`src/list_header_recognizer_defines.svh`:
```
// assertion helpers for the list header recognizer
`ifndef LIST_HEADER_RECOGNIZER_DEFINES_SVH
`define LIST_HEADER_RECOGNIZER_DEFINES_SVH

// same-cycle implication, checked outside reset
`define LHR_ASSERT_NOW(label, ante, cons, msg) \
  label: assert property (@(posedge clk) disable iff (rst) (ante) |-> (cons)) \
    else $error(msg);

// next-cycle implication, checked outside reset
`define LHR_ASSERT_NEXT(label, ante, cons, msg) \
  label: assert property (@(posedge clk) disable iff (rst) (ante) |=> (cons)) \
    else $error(msg);

`endif

```
`src/lhr_pkg.sv`:
```
package lhr_pkg;

  typedef enum logic [1:0] {
    ST_OK      = 2'd0,
    ST_INVALID = 2'd1,
    ST_SHORT   = 2'd2
  } status_t;

  typedef enum logic [3:0] {
    PH_KEYWORD = 4'd0,
    PH_OPEN    = 4'd1,
    PH_LETTERS = 4'd2,
    PH_SPACE1  = 4'd3,
    PH_DIGITS  = 4'd4,
    PH_SPACE2  = 4'd5
  } phase_t;

  localparam int NumTypes = 3;
  localparam int TypeLen  = 6;

  localparam logic [7:0] KW_BYTES [4] = '{8'h4C, 8'h69, 8'h73, 8'h74};

  localparam logic [7:0] TYPE_NAMES [NumTypes][TypeLen] = '{
    '{8'h73, 8'h63, 8'h61, 8'h6C, 8'h61, 8'h72},
    '{8'h76, 8'h65, 8'h63, 8'h74, 8'h6F, 8'h72},
    '{8'h74, 8'h65, 8'h6E, 8'h73, 8'h6F, 8'h72}
  };

  localparam logic [7:0] CH_LT    = 8'h3C;
  localparam logic [7:0] CH_GT    = 8'h3E;
  localparam logic [7:0] CH_PAREN = 8'h28;

  function automatic logic is_letter(input logic [7:0] b);
    return (b >= 8'h41 && b <= 8'h5A) || (b >= 8'h61 && b <= 8'h7A);
  endfunction

  function automatic logic is_space(input logic [7:0] b);
    return (b == 8'h20) || (b >= 8'd9 && b <= 8'd13);
  endfunction

  function automatic logic is_digit(input logic [7:0] b);
    return b >= 8'h30 && b <= 8'h39;
  endfunction

endpackage

```
`src/lhr_byte_if.sv`:
```
interface lhr_byte_if;
  logic       valid;
  logic       ready;
  logic [7:0] data_byte;
  logic       end_of_buffer;

  modport source (output valid, output data_byte, output end_of_buffer, input ready);
  modport sink (input valid, input data_byte, input end_of_buffer, output ready);
endinterface

```
`src/lhr_status_if.sv`:
```
interface lhr_status_if;
  import lhr_pkg::*;

  logic    valid;
  logic    ready;
  status_t status;

  modport source (output valid, output status, input ready);
  modport sink (input valid, input status, output ready);
endinterface

```
`src/list_header_recognizer.sv`:
```
`include "list_header_recognizer_defines.svh"

// Checks whether each buffer of a byte stream opens with List<scalar>, List<vector> or
// List<tensor>, then optional whitespace, optional digits and whitespace, then '('.
// One byte is taken per cycle unless a new status is due while the last one waits. A
// byte goes into an input register, is judged there against the recognizer state, and
// a status lands in the output register. One status is given per buffer (ok, invalid
// or short); bytes after the verdict are absorbed, and the byte flagged end_of_buffer
// puts the recognizer back to its start state. The output register and the input
// register stall together only while a status waits.
module list_header_recognizer (
  input  logic         clk,
  input  logic         rst,
  lhr_byte_if.sink     bytes,
  lhr_status_if.source result
);
  import lhr_pkg::*;

  // input register
  logic       s1_valid;
  logic [7:0] s1_byte;
  logic       s1_last;

  // recognizer state
  phase_t     phase, phase_next;
  logic [2:0] match_index, match_index_next;
  logic [2:0] type_candidates, type_candidates_next;
  logic       keyword_mismatch, keyword_mismatch_next;
  logic       decided, decided_next;

  // output register
  logic    out_valid;
  status_t out_status;

  logic    emit;
  status_t st;
  logic    proc_fire;

  always_comb begin
    phase_next            = phase;
    match_index_next      = match_index;
    type_candidates_next  = type_candidates;
    keyword_mismatch_next = keyword_mismatch;
    decided_next          = decided;
    emit                  = 1'b0;
    st                    = ST_SHORT;

    if (!decided) begin
      case (phase)
        PH_KEYWORD: begin
          if (s1_byte != KW_BYTES[match_index[1:0]]) begin
            keyword_mismatch_next = 1'b1;
          end
          if (match_index[1:0] == 2'd3) begin
            if (keyword_mismatch_next) begin
              emit = 1'b1;
              st   = ST_INVALID;
            end else begin
              phase_next = PH_OPEN;
            end
            match_index_next = 3'd0;
          end else begin
            match_index_next = {1'b0, match_index[1:0] + 2'd1};
          end
        end
        PH_OPEN: begin
          if (s1_byte == CH_LT) begin
            phase_next           = PH_LETTERS;
            match_index_next     = 3'd0;
            type_candidates_next = 3'b111;
          end else begin
            emit = 1'b1;
            st   = ST_INVALID;
          end
        end
        PH_LETTERS: begin
          if (is_letter(s1_byte)) begin
            if (match_index < 3'(TypeLen)) begin
              for (int k = 0; k < NumTypes; k++) begin
                if (TYPE_NAMES[k][match_index] != s1_byte) begin
                  type_candidates_next[k] = 1'b0;
                end
              end
            end else begin
              type_candidates_next = 3'b000;
            end
            if (match_index != 3'd7) begin
              match_index_next = match_index + 3'd1;
            end
          end else if (s1_byte == CH_GT && match_index == 3'(TypeLen)
                       && type_candidates != 3'b000) begin
            phase_next = PH_SPACE1;
          end else begin
            emit = 1'b1;
            st   = ST_INVALID;
          end
        end
        PH_SPACE1, PH_DIGITS, PH_SPACE2: begin
          if (s1_byte == CH_PAREN) begin
            emit = 1'b1;
            st   = ST_OK;
          end else if (is_space(s1_byte)) begin
            if (phase == PH_DIGITS) begin
              phase_next = PH_SPACE2;
            end
          end else if (is_digit(s1_byte) && phase != PH_SPACE2) begin
            phase_next = PH_DIGITS;
          end else begin
            emit = 1'b1;
            st   = ST_INVALID;
          end
        end
        default: begin
          emit = 1'b1;
          st   = ST_INVALID;
        end
      endcase

      if (emit) begin
        decided_next = 1'b1;
      end else if (s1_last) begin
        emit = 1'b1;
        st   = ST_SHORT;
      end
    end

    // end of buffer: back to the start state
    if (s1_last) begin
      phase_next            = PH_KEYWORD;
      match_index_next      = 3'd0;
      type_candidates_next  = 3'b111;
      keyword_mismatch_next = 1'b0;
      decided_next          = 1'b0;
    end
  end

  // an item in the input register is retired unless its status has nowhere to go
  assign proc_fire   = s1_valid && (!emit || !out_valid || result.ready);
  assign bytes.ready = !s1_valid || proc_fire;

  always_ff @(posedge clk) begin
    if (rst) begin
      s1_valid <= 1'b0;
    end else if (bytes.ready) begin
      s1_valid <= bytes.valid;
    end
    if (bytes.ready && bytes.valid) begin
      s1_byte <= bytes.data_byte;
      s1_last <= bytes.end_of_buffer;
    end
  end

  always_ff @(posedge clk) begin
    if (rst) begin
      phase            <= PH_KEYWORD;
      match_index      <= 3'd0;
      type_candidates  <= 3'b111;
      keyword_mismatch <= 1'b0;
      decided          <= 1'b0;
    end else if (proc_fire) begin
      phase            <= phase_next;
      match_index      <= match_index_next;
      type_candidates  <= type_candidates_next;
      keyword_mismatch <= keyword_mismatch_next;
      decided          <= decided_next;
    end
  end

  always_ff @(posedge clk) begin
    if (rst) begin
      out_valid <= 1'b0;
    end else if (proc_fire && emit) begin
      out_valid <= 1'b1;
    end else if (result.ready) begin
      out_valid <= 1'b0;
    end
    if (proc_fire && emit) begin
      out_status <= st;
    end
  end

  assign result.valid  = out_valid;
  assign result.status = out_status;

  `LHR_ASSERT_NEXT(a_eob_resets, proc_fire && s1_last, phase == PH_KEYWORD && !decided && match_index == 3'd0, "state not cleared after end of buffer")
  `LHR_ASSERT_NOW(a_absorb_quiet, proc_fire && decided && !s1_last, !emit, "status given twice in one buffer")
  `LHR_ASSERT_NEXT(a_status_lands, proc_fire && emit, out_valid, "status lost on its way to the output register")
  `LHR_ASSERT_NOW(a_header_len, phase == PH_SPACE1 || phase == PH_DIGITS || phase == PH_SPACE2, match_index == 3'(TypeLen) && type_candidates != 3'b000, "header accepted with a bad type name")

endmodule
```
`src/flat_wrapper.sv`:
```
// flat-port wrapper written by rule: the top's interface ports become plain ports
module list_header_recognizer_flat import lhr_pkg::*;
  (clk, rst, bytes_valid, bytes_data_byte, bytes_end_of_buffer, bytes_ready, result_valid, result_status, result_ready);
  lhr_byte_if bytes_i ();
  lhr_status_if result_i ();
  input  logic clk;
  input  logic rst;
  input wire logic [$bits(bytes_i.valid)-1:0] bytes_valid;
  input wire logic [$bits(bytes_i.data_byte)-1:0] bytes_data_byte;
  input wire logic [$bits(bytes_i.end_of_buffer)-1:0] bytes_end_of_buffer;
  output wire logic [$bits(bytes_i.ready)-1:0] bytes_ready;
  output wire logic [$bits(result_i.valid)-1:0] result_valid;
  output wire logic [$bits(result_i.status)-1:0] result_status;
  input wire logic [$bits(result_i.ready)-1:0] result_ready;
  assign bytes_i.valid = bytes_valid;
  assign bytes_i.data_byte = bytes_data_byte;
  assign bytes_i.end_of_buffer = bytes_end_of_buffer;
  assign bytes_ready = bytes_i.ready;
  assign result_valid = result_i.valid;
  assign result_status = result_i.status;
  assign result_i.ready = result_ready;
  list_header_recognizer u_core (.clk(clk), .rst(rst), .bytes(bytes_i), .result(result_i));
endmodule
```
`config.mk`:
```
export PLATFORM = sky130hd
export DESIGN_NAME = list_header_recognizer_flat
export DESIGN_NICKNAME = d
export VERILOG_FILES = /design/src/lhr_pkg.sv /design/src/lhr_byte_if.sv /design/src/lhr_status_if.sv /design/src/list_header_recognizer.sv /design/src/flat_wrapper.sv
export VERILOG_INCLUDE_DIRS = /design/src /design/src/src
export SDC_FILE = /design/constraint.sdc
export NUM_CORES = 1
export LEC_CHECK = 0
export ABC_AREA = 1
export BUFFER_PORTS_ARGS = -buffer_cell sky130_fd_sc_hd__buf_2
export CAP_MARGIN = 15
export CORE_AREA = 2 2 74 58
export DETAILED_ROUTE_END_ITERATION = 10
export DIE_AREA = 0 0 76 60
export PLACE_DENSITY = 0.7
export SETUP_SLACK_MARGIN = 0.15
export SYNTH_ARGS = -nofsm -noshare
export SYNTH_HDL_FRONTEND = slang
export SYNTH_SLANG_ARGS = --single-unit
```
`constraint.sdc`:
```
create_clock -name clk -period 2.3 [get_ports clk]
set_input_delay 0.23 -clock clk [delete_from_list [all_inputs] [get_ports clk]]
set_output_delay 0.23 -clock clk [all_outputs]
set_load 0.1 [all_outputs]
```
==> metrics.txt, run 1 <==
simple-gate share of the synthesized area 0.363; initial antenna violation count 0; dpl cells 332; Initial Util 0.478; failing checks negative setup slack; Post-synth EDFFs 11; Final Max Slew Viols 0; Tmin final 2320 ps; number of core rows 20; Non-Filler Instances 356; RD Place Congestion 0.931; Yosys warning count 0; Synth Area in XOR/XNOR 0.0472; CP Launch Type flip-flop; status finished with violations; Place WS 114 ps; synthesized area 1860 um2; die area 4560 um2; max_cap viols 0; All-Layer GR Usage 0.230; asr flop ratio synth 0; Final nets 323; peak fanout along the critical path 5; clock root buffer master clkbuf_8; Avg Cell Area, Syn approximately 7.1 um2; Lkg Pwr between 1 and 1.5 nW; Power per Cell Area 538 nW/um2; DR vias/cell 5.18; vias in the first global route ~1,700; dpl hpwl 3430 um; setup TNS -24.4 ps; largest family of logic cells by synthesized area simple AND/OR/NAND/NOR gates; Max Buffers Root-to-Sink 2; final setup violation count 1; total power draw between 0.001 and 0.0015 W; die height 60 um; most frequent cells in the layout nand2_1, nor2_1, inv_1; worst reg-to-reg setup slack 80 ps; mux cell area share after synthesis 0.00607; Routed wire per std cell 14.0 um; Synth cell types 34; largest net degree at the start of global routing 14; Worst-path clk slew 90 ps; Layout Skew 8.16 ps; register bit total from synthesis 24; Antenna Cells 0; syn_nets 282; routed wire length ~5000 um; fin crit share 1.01; Peak supply drop approximately 0.0003 V; core area 3880 um2; cts hold-fix bufs 0; Synth-to-Final Area Change 26.8%; initial drt markers 132; Syn Inst Count roughly 260; first-pass GRT wire length 8170 um; commonest non-fill, non-tap cell in the layout nand2_1; unrepaired setup endpoints after global routing true; layout cells sized above 1 0.336; Compound-Gate Fraction of Synth Area 0.121; Setup CP Type flip-flop to primary output; CP Capture Type primary output; Routed Antenna Nets 0; synthesized-area fraction occupied by adder cells 0.0539; CTS Sinks 24; H-tree levels 1; endpoints failing hold 0; DRT Pass-1 Iters 4; drt drc 0; fmax 430 MHz; final core utilization 0.606; Rel. slew slack 0.679; register area share after synthesis 0.318; Remaining Overflow, GRT 0; CP Data Required Time slightly above 2000 ps; DR vias 1,843; CTS Buf Count 3; Top FF cell, synth dfxtp_1; Worst-Margin Slew 485 ps; CP Data Arrival Time 2090 ps; IO Port Bufs 16; io pins 17; PnR worst setup slack -24.4 ps; Hold Crit Class input port to flip-flop; clock latency on the worst-skew pair 280 ps; CTS tree yes; Chip Width 76 um
-- critical path, cell delays in order, from the launching register on --
cell and delay [ps]:
dfxtp_4 370, inv_4 50, ha_4 290, inv_2 30
nand2_1 50, nand2_1 60, nand2_2 70, nor2_2 50
nand2_2 60, nand2_2 60, nand2_2 80, nand2_4 60
o21bai_4 110, nand4_1 140, buf_4 190, buf_12 160
-- metrics by stage --
step           hold slack [ps]  cell area (um2)
5_1_grt                    109             2350
6_report                   120             2350
3_3_place_gp               406             2030
4_1_cts                    121             2210
2_1_floorplan              292             1870
3_5_place_dp               408             2030
-- synthesized netlist by cell type (2+ instances only) --
cell type / count / area (um2)
nor2_4: 2 / 22.5
nand3_2: 2 / 20.0
nor2_1: 30 / 113
nand2_1: 65 / 244
dfxtp_1: 13 / 260
ha_1: 8 / 100
nor3_1: 5 / 25.0
o21ai_0: 14 / 70.1
inv_2: 4 / 15.0
nand2_2: 7 / 43.8
buf_6: 2 / 22.5
inv_1: 32 / 120
nor2_2: 4 / 25.0
a21oi_1: 16 / 80.1
nand4_2: 2 / 25.0
nand3_1: 15 / 75.1
edfxtp_1: 11 / 330
nand4_1: 5 / 31.3
xor2_1: 9 / 78.8
-- logic make-up after synthesis --
logic type	after synthesis
compound gates	38
xor+xnor	10
fa+ha+maj	8
buf+inv	40
flops	24
mux	1
simple gates	140
-- where the power goes --
part,switching [W],internal (W),total [W]
registers,0.0000377,0.000484,0.000521
clock network,0.000148,0.000124,0.000272
logic,0.000293,0.000180,0.000473
-- area by class of cell --
cell class,instances,area (um2)
fillers,352,1530
inverters,36,145
clock buffers,4,45.0
repair buffers,40,279
flip-flops and latches,24,598
well taps,55,68.8
multi-input cells,197,1220
-- per-layer routing --
layer	global-route usage	up-vias	routed length, um	share of wire
li1	-	930	-	-
met1	0.318	827	2280	0.46
met2	0.370	69	2250	0.45
met3	0.0347	17	298	0.060
met4	0.0883	0	162	0.032
met5	0	-	0	0
-- flip-flops by register name, summed over array words and instances, names as in the netlist, 2 cells and up --
register	count
u_core.match_index	3
u_core.phase	3
u_core.result.status	2
u_core.s1_byte	8
u_core.type_candidates	3
-- worst paths after layout --
| check | to | cells past startpoint | startpoint |
|---|---|---|---|
| setup / recovery | bytes_ready | 15 | u_core.match_index[1] |
| hold / removal | u_core.s1_byte[1] | 1 | bytes_data_byte[1] |
| setup reg to reg | u_core.result.status[1] | 17 | u_core.match_index[1] |
| hold reg to reg | u_core.type_candidates[0] | 2 | u_core.type_candidates[0] |
-- repair_timing --
item                                    4_1_cts  5_1_grt
buffers inserted                             14        6
resized for setup                            12       26
endpoints found under the setup margin       12       24
pin swaps                                     5        8
Note: power is estimated with default switching activity, not from simulation.
==> run 2, diff against run 1 <==
--- a/config.mk
+++ b/config.mk
@@ -12,6 +12,7 @@
 export CORE_AREA = 2 2 74 58
 export DETAILED_ROUTE_END_ITERATION = 10
 export DIE_AREA = 0 0 76 60
+export GPL_TIMING_DRIVEN = 0
 export PLACE_DENSITY = 0.7
 export SETUP_SLACK_MARGIN = 0.15
 export SYNTH_ARGS = -nofsm -noshare
==> metrics.txt, run 2 (same netlist as run 1, synthesis figures left out) <==
initial antenna violation count 0 (unchanged); Antenna Cells 0 (unchanged); dpl hpwl 3280 um (-4.5%); Crit path buffers/inverters 3 (-1); peak fanout along the critical path 4 (-1); first-pass GRT wire length 7640 um (-6.5%); status finished with violations; IO Port Bufs 16 (unchanged); Lkg Pwr 1.12 nW (+2.5%); RD Place Congestion 0.880 (-5.6%); CP Data Arrival Time 2180 ps (+90 ps); Worst-Margin Slew 539 ps (+53.9 ps); CP Data Required Time 2070 ps (about the same); worst r2r path cells 16 (-1); Fill cells 352 (unchanged); final setup violation count 14 (+13); Worst setup startpoint u_core.match_index[1]; io pins 17 (unchanged); final core utilization 0.618 (+0.0116); CP most frequent cell nand2_2; unrepaired setup endpoints after global routing true; die height 60 um (unchanged); CTS Buf Count 3 (unchanged); DRT Pass-1 Iters 5 (+1); CTS tree yes; Setup CP Type flip-flop to primary output; CP Capture Type primary output; CTS Sinks 24 (unchanged); Max stage delay on crit path 380 ps (about the same); H-tree levels 1 (unchanged); Chip Width 76 um (unchanged); worst reg-to-reg setup slack -90 ps (-170 ps); Tmin final 2410 ps (+84.2 ps); crit-path cells inv_4, ha_4, inv_2, nand2_1, nand2_1, nand2_1, nor2_2, nand2_2, nand2_2, nand2_2, nand2_2, o21bai_4, nand4_1, buf_12; layout cells sized above 1 0.313 (-0.0230); fin crit share 1.05 (+0.0366); Remaining Overflow, GRT 0 (unchanged); PnR worst setup slack -109 ps (-84.2 ps); commonest non-fill, non-tap cell in the layout nand2_1; Initial Util 0.478 (unchanged); Peak supply drop 0.000311 V (+3.3%); Worst R2R End u_core.s1_byte[0]; RR Startpoint u_core.match_index[1]; Layout Skew 7.55 ps (-0.617 ps); delay-heaviest family, CP simple AND/OR/NAND/NOR gates; Max Buffers Root-to-Sink 2 (unchanged); Largest register FFs 8 (unchanged); failing checks negative setup slack; most frequent cells in the layout nand2_1, nor2_1, inv_1; Final nets 326 (+0.93%); Routed Antenna Nets 0 (unchanged); Crit path depth 14 (-1); Power per Cell Area 530 nW/um2 (-1.5%); fmax 415 MHz (-3.5%); clock root buffer master clkbuf_8; register area 598 um2 (unchanged); Hold Crit Class input port to flip-flop; max_cap viols 0 (unchanged); endpoints failing hold 0 (unchanged); All-Layer GR Usage 0.212 (-0.0179); Biggest register u_core.s1_byte; Routed wire per std cell 14.5 um (+3.2%); core area 3880 um2 (unchanged); drt drc 0 (unchanged); die area 4560 um2 (unchanged); largest net degree at the start of global routing 14 (unchanged); multi-input logic area 1190 um2 (-1.9%); Rel. slew slack 0.637 (-0.0419); Slowest-stage cell, CP dfxtp_4; Worst-path clk slew 100 ps (about the same); DR vias 1,930 (+4.7%); CP Launch Type flip-flop; initial drt markers 183 (+39%); Place WS 48.7 ps (-65.1 ps); Final Max Slew Viols 0 (unchanged); DR vias/cell 5.38 (+3.8%); total power draw 0.00127 W (+0.41%); vias in the first global route 1,667 (-2.8%); Min Hold Slack 124 ps (+3.19 ps); routed wire length 5200 um (+4.1%); number of core rows 20 (unchanged); Synth-to-Final Area Change 29.2%; crit path capture bytes_ready; clock latency on the worst-skew pair 280 ps (about the same)
-- run 2: cell count changes in the layout (fill, tap and decap cells not counted), sizes merged --
cell      change
clkinvlp      +1
buf           +1
clkinv        +1
-- run 2: how the worst min path moves through the flow --
| stage | from | end | cells after the start |
|---|---|---|---|
| after global placement | bytes_data_byte[4] | u_core.s1_byte[4] | 1 |
| final | bytes_data_byte[1] | u_core.s1_byte[1] | 1 |
| after global routing | bytes_data_byte[5] | u_core.s1_byte[5] | 1 |
| after CTS | bytes_data_byte[5] | u_core.s1_byte[5] | 1 |
| after detailed placement | bytes_data_byte[5] | u_core.s1_byte[5] | 1 |
| after floorplan | rst | u_core.result.valid | 1 |
-- run 2: report_power, final --
| group | leakage [nW] | switching, W | total [W] | internal, W |
|---|---|---|---|---|
| registers | 0.215 | 0.0000317 | 0.000515 | 0.000484 |
| logic | 0.879 | 0.000300 | 0.000486 | 0.000186 |
| clock network | 0.0231 | 0.000150 | 0.000270 | 0.000120 |
| total | 1.12 | 0.000482 | 0.00127 | 0.000790 |
-- run 2: routing by layer --
| layer | vias up | GRT usage | share of wire |
|---|---|---|---|
| met3 | 16 | 0.0393 | 0.079 |
| met4 | 0 | 0.0442 | 0.020 |
| li1 | 943 | - | - |
| met1 | 887 | 0.295 | 0.44 |
| met2 | 84 | 0.352 | 0.46 |
| met5 | - | 0 | 0 |
-- run 2: through the flow --
| step | TNS (ps) | cell area [um2] | std cells |
|---|---|---|---|
| after floorplan | -7430 | 1870 | 261 |
| after global placement | 0 | 2020 | 332 |
| after detailed placement | 0 | 2020 | 332 |
| after CTS | -72.0 | 2210 | 348 |
| after global routing | -3250 | 2400 | 359 |
| final | -813 | 2400 | 359 |
-- run 2: what timing repair did --
action                                 in CTS  in global routing
gates resized for setup                    14                 24
endpoints found under the hold margin       0                  0
cloned                                      1                  0
setup buffers                              11                 11
pin swaps                                   7                 16
hold buffers                                0                  0
setup endpoints to repair                  12                 24
-- run 2: cell type report --
cell class / instances / share of cell area
Multi-Input combinational cell: 197 / 0.498
Sequential cell: 24 / 0.249
Timing Repair Buffer: 38 / 0.125
Inverter: 36 / 0.0626
Tap cell: 55 / 0.0287
Clock buffer: 3 / 0.0172
Buffer: 4 / 0.0141
Timing Repair inverter: 1 / 0.00313
Clock inverter: 1 / 0.00157
